### src/hw/rtl/hav_sqrt.sv
`timescale 1ns / 1ps
// ----------------------------------------------------------------------------
// hav_sqrt
// Pipelined floor square root of a 31-bit Q30 value shifted left by 30.
// One result bit per stage, restoring method.
// ----------------------------------------------------------------------------
module hav_sqrt (
	input  logic        clk,
	input  logic        en,
	input  logic [30:0] val,
	output logic [30:0] root
);
	localparam int N = 31;

	logic [61:0] rem_s  [N+1];
	logic [30:0] r_s    [N+1];
	logic [61:0] arg_s  [N+1];

	always_ff @(posedge clk) begin
		if (en) begin
			arg_s[0] <= {val, 31'd0} >> 1;
			rem_s[0] <= '0;
			r_s[0]   <= '0;
		end
	end

	for (genvar k = 0; k < N; k++) begin : g_bit
		logic [63:0] trial;
		logic [63:0] cur;
		assign cur   = {rem_s[k], arg_s[k][61:60]};
		assign trial = {31'd0, r_s[k], 2'b01};
		always_ff @(posedge clk) begin
			if (en) begin
				arg_s[k+1] <= {arg_s[k][59:0], 2'b00};
				if (cur >= trial) begin
					rem_s[k+1] <= 62'(cur - trial);
					r_s[k+1]   <= {r_s[k][29:0], 1'b1};
				end else begin
					rem_s[k+1] <= cur[61:0];
					r_s[k+1]   <= {r_s[k][29:0], 1'b0};
				end
			end
		end
	end

	assign root = r_s[N];
endmodule

### config.mk
export PLATFORM = sky130hd
export DESIGN_NAME = hav_sqrt
export DESIGN_NICKNAME = d
export VERILOG_FILES = /design/src/hw/rtl/hav_sqrt.sv
export SDC_FILE = /design/constraint.sdc
export NUM_CORES = 2
export LEC_CHECK = 0
export ABC_CLOCK_PERIOD_IN_PS = 6880
export BUFFER_PORTS_ARGS = -buffer_cell sky130_fd_sc_hd__buf_2
export CELL_PAD_IN_SITES_DETAIL_PLACEMENT = 1
export CELL_PAD_IN_SITES_GLOBAL_PLACEMENT = 2
export CORE_UTILIZATION = 45
export CTS_CLUSTER_SIZE = 8
export DETAILED_ROUTE_END_ITERATION = 10
export GPL_ROUTABILITY_DRIVEN = 1
export HOLD_SLACK_MARGIN = 0.03
export PLACE_DENSITY = 0.77
export RECOVER_POWER = 25
export SKIP_LAST_GASP = 1
export SLEW_MARGIN = 10
export SYNTH_ARGS = -nofsm -noshare
export SYNTH_HDL_FRONTEND = slang
export SYNTH_MEMORY_MAX_BITS = 65536
export SYNTH_SLANG_ARGS = --single-unit
### constraint.sdc
create_clock -name clk -period 6.88 [get_ports clk]
set_clock_uncertainty 0.1 [all_clocks]
set_input_delay 1.032 -clock clk [delete_from_list [all_inputs] [get_ports clk]]
set_output_delay 1.032 -clock clk [all_outputs]
set_load 0.02 [all_outputs]
==> key figures <==
Status
  – Outcome: finished, violations left
  – Failing checks: max-capacitance violations, max-slew violations

GRT
  – Total track usage: 24.3%
  – Vias in the first global route: 92867
  – First-pass GRT wire length: 557000 um
  – Pin count of the biggest net entering global routing: 157
  – Grt total ovfl: 0
  – Initial antenna violation count: 14

Synthesis
  – Mapped Area: 131000 sq um
  – Synthesized Nets: 11902
  – Sequential area share after synthesis: 57.3%
  – EDFF count, synth: 2501
  – Syn_area_per_cell: 11.5 sq um
  – Synth warn: 0
  – #FFs+latches synth: 2502
  – Asr flop ratio synth: 0%
  – Post-synthesis cell count: 11356
  – Synth cell types: 117
  – Ys flop type: edfxtp_1

Setup path
  – Crit-path cells: buf_12, clkbuf_1, or4b_2, nor3b_1, o21ai_0, nor2_1, nand2_1, nand4_1, nor4_1, xor2_1
  – WS Path Type: input port to flop
  – CP max stage delay: 1680 ps
  – Worst Path Required: 7410 ps
  – Crit path capture type: flop
  – CP Launch Type: input port
  – Slowest CP cell: clkbuf_1
  – CP arrival: 5600 ps
  – Maximum fanout along the worst path: 61

Clock network
  – Hold_buf cts: 0
  – Resized cells post-CTS: 0
  – Root buf cell: clkbuf_16
  – Worst skew pair latency: 950 ps
  – Num Clock Sinks: 2502
  – Worst-path clk slew: 50 ps
  – # H-tree levels: 5
  – CTS Buffer Depth: 4
  – Cts bufs inserted: 353
  – # Post-CTS Setup Buffers: 0
  – CTS tree: built

Finish
  – Nets: 12126
  – Final core utilization: 50.4%
  – Commonest non-fill, non-tap cell in the layout: edfxtp_1
  – Area delta synth->final: 11.0%
  – Area occupied by multi-input gates: 52500 sq um
  – Fillers: 30107
  – Layout cells sized above 1: 6.21%
  – Most frequent cells in the layout: edfxtp_1, nand2_1, xor2_1
  – Area occupied by registers: 75100 sq um

Floorplanning
  – Core Area: 289000 sq um
  – Die X: 542 um
  – Height of the die: 542 um
  – Die footprint: 293000 sq um
  – Core Rows: 197
  – Initial Util: 45.3%
  – I/O pin cnt: 64

Routing
  – Vias/cell: 5.69
  – Antenna Violating Nets Remaining: 0
  – First DRT Iteration DRCs: 5707
  – WL/cell: 23.2 um
  – Detailed-route DRC error count: 0
  – Routed WL: 360000 um
  – DRT Pass-1 Iters: 5
  – Via count: 88284

Power
  – Leakage: 52.6 nW
  – PD cells: 322 nW/um^2
  – Maximum VDD drop: 240 uV

Placement
  – Port bufs: 63
  – Placed wire-length estimate: 276000 um
  – GP Congestion: 0.891

STA
  – RSZ-0062 raised after global routing: no
  – Slew @ Worst Pin: 2270 ps
  – Final setup TNS: 0 ps
  – Slew Limit Fails: 121
  – Fin crit share: 73.6%
  – Final setup violation count: 0
  – Final min period: 5070 ps
  – Max Freq: 197 MHz
  – Final hold vios: 0
  – Slew HR: -51.2%

Worst hold path
  – HP Class: input port to flop

Job
  – # Max-Cap Violations: 4
flip-flops by register name, summed over array words and instances (netlist names):
register and flops:
rem_s 1735, r_s 496, arg_s 271
metal layers:
metal | vias up | global-route usage (%) | share of wire [%] | routed length [um]
met5 | - | 0 | 0.0075 | 27
met4 | 4 | 7.46 | 2.9 | 10500
met3 | 532 | 2.37 | 2.9 | 10600
met2 | 1406 | 43.5 | 51 | 183000
met1 | 44224 | 30.8 | 43 | 156000
li1 | 42118 | - | - | -
cells in the mapped netlist, types with 133 or more instances:
cell type | n | area share (%)
xor2_1 | 893 | 6.0
inv_1 | 650 | 1.9
nand4_1 | 133 | 0.64
a21oi_1 | 487 | 1.9
a21o_1 | 189 | 1.1
clkbuf_1 | 235 | 0.67
nor2_1 | 837 | 2.4
nand2_1 | 943 | 2.7
o21ai_0 | 608 | 2.3
or4_1 | 163 | 0.93
xnor2_1 | 615 | 4.1
nand2b_1 | 161 | 0.77
or3_1 | 216 | 1.0
ha_1 | 499 | 4.8
nor3_1 | 470 | 1.8
nor4_1 | 326 | 1.6
nand3_1 | 251 | 0.96
edfxtp_1 | 2501 | 57
where the power goes:
group	internal (mW)	switching, mW
logic	3.91	6.15
registers	19.4	1.80
clock network	9.18	6.48
total	32.5	14.4
through the flow:
stage / worst slack, ps / instances / hold slack, ps / power, mW / cell area [sq um]
floorplan: 1650 / 11356 / 300 / 27.9 / 131000
global route: 1530 / 15517 / 119 / 49.1 / 145000
CTS: 1880 / 15515 / 86.3 / 47.4 / 145000
detailed placement: 1350 / 15104 / 305 / 31.5 / 136000
finish: 1810 / 15519 / 163 / 46.9 / 145000
global placement: 1570 / 15104 / 300 / 31.2 / 136000
cell families after synthesis:
group / count (synthesis) / share of synthesized area [%]
xor gates and xnor gates: 1508 / 10.1
and+or+nand+nor: 4038 / 15.9
buffers and inverters: 926 / 2.70
adders and majority gates: 513 / 4.98
muxes: 37 / 0.311
DFF: 2502 / 57.3
AOI/OAI and AO/OA: 1832 / 8.65
worst max-delay path: cells and delay by family:
kind            cells  cell delay (ps)
simple gates        6             2040
compound gates      1              140
buf+inv             2             1940
xor+xnor            1              150
worst paths after layout:
path,from,end,slack [ps],depth (start not counted)
max reg2reg,rem_s[1][682]$_SDFFCE_PP0P_,rem_s[1][790]$_DFFE_PP_,1870,13
min,val[25],arg_s[0][53]$_DFFE_PP_,160,1
max,en,rem_s[1][674]$_DFFE_PP_,1810,10
min reg2reg,arg_s[0][654]$_DFFE_PP_,arg_s[0][716]$_DFFE_PP_,300,0
area by class of cell:
type	count	share of cell area [%]
sequential	2502	51.6
multi-input combinational	7928	36.1
clock buffer	381	6.17
tap	3880	3.34
inverter	651	1.68
timing repair buffer	144	0.697
clock inverter	30	0.405
antenna	3	0.00516
Note: power is estimated with default switching activity, not from simulation.
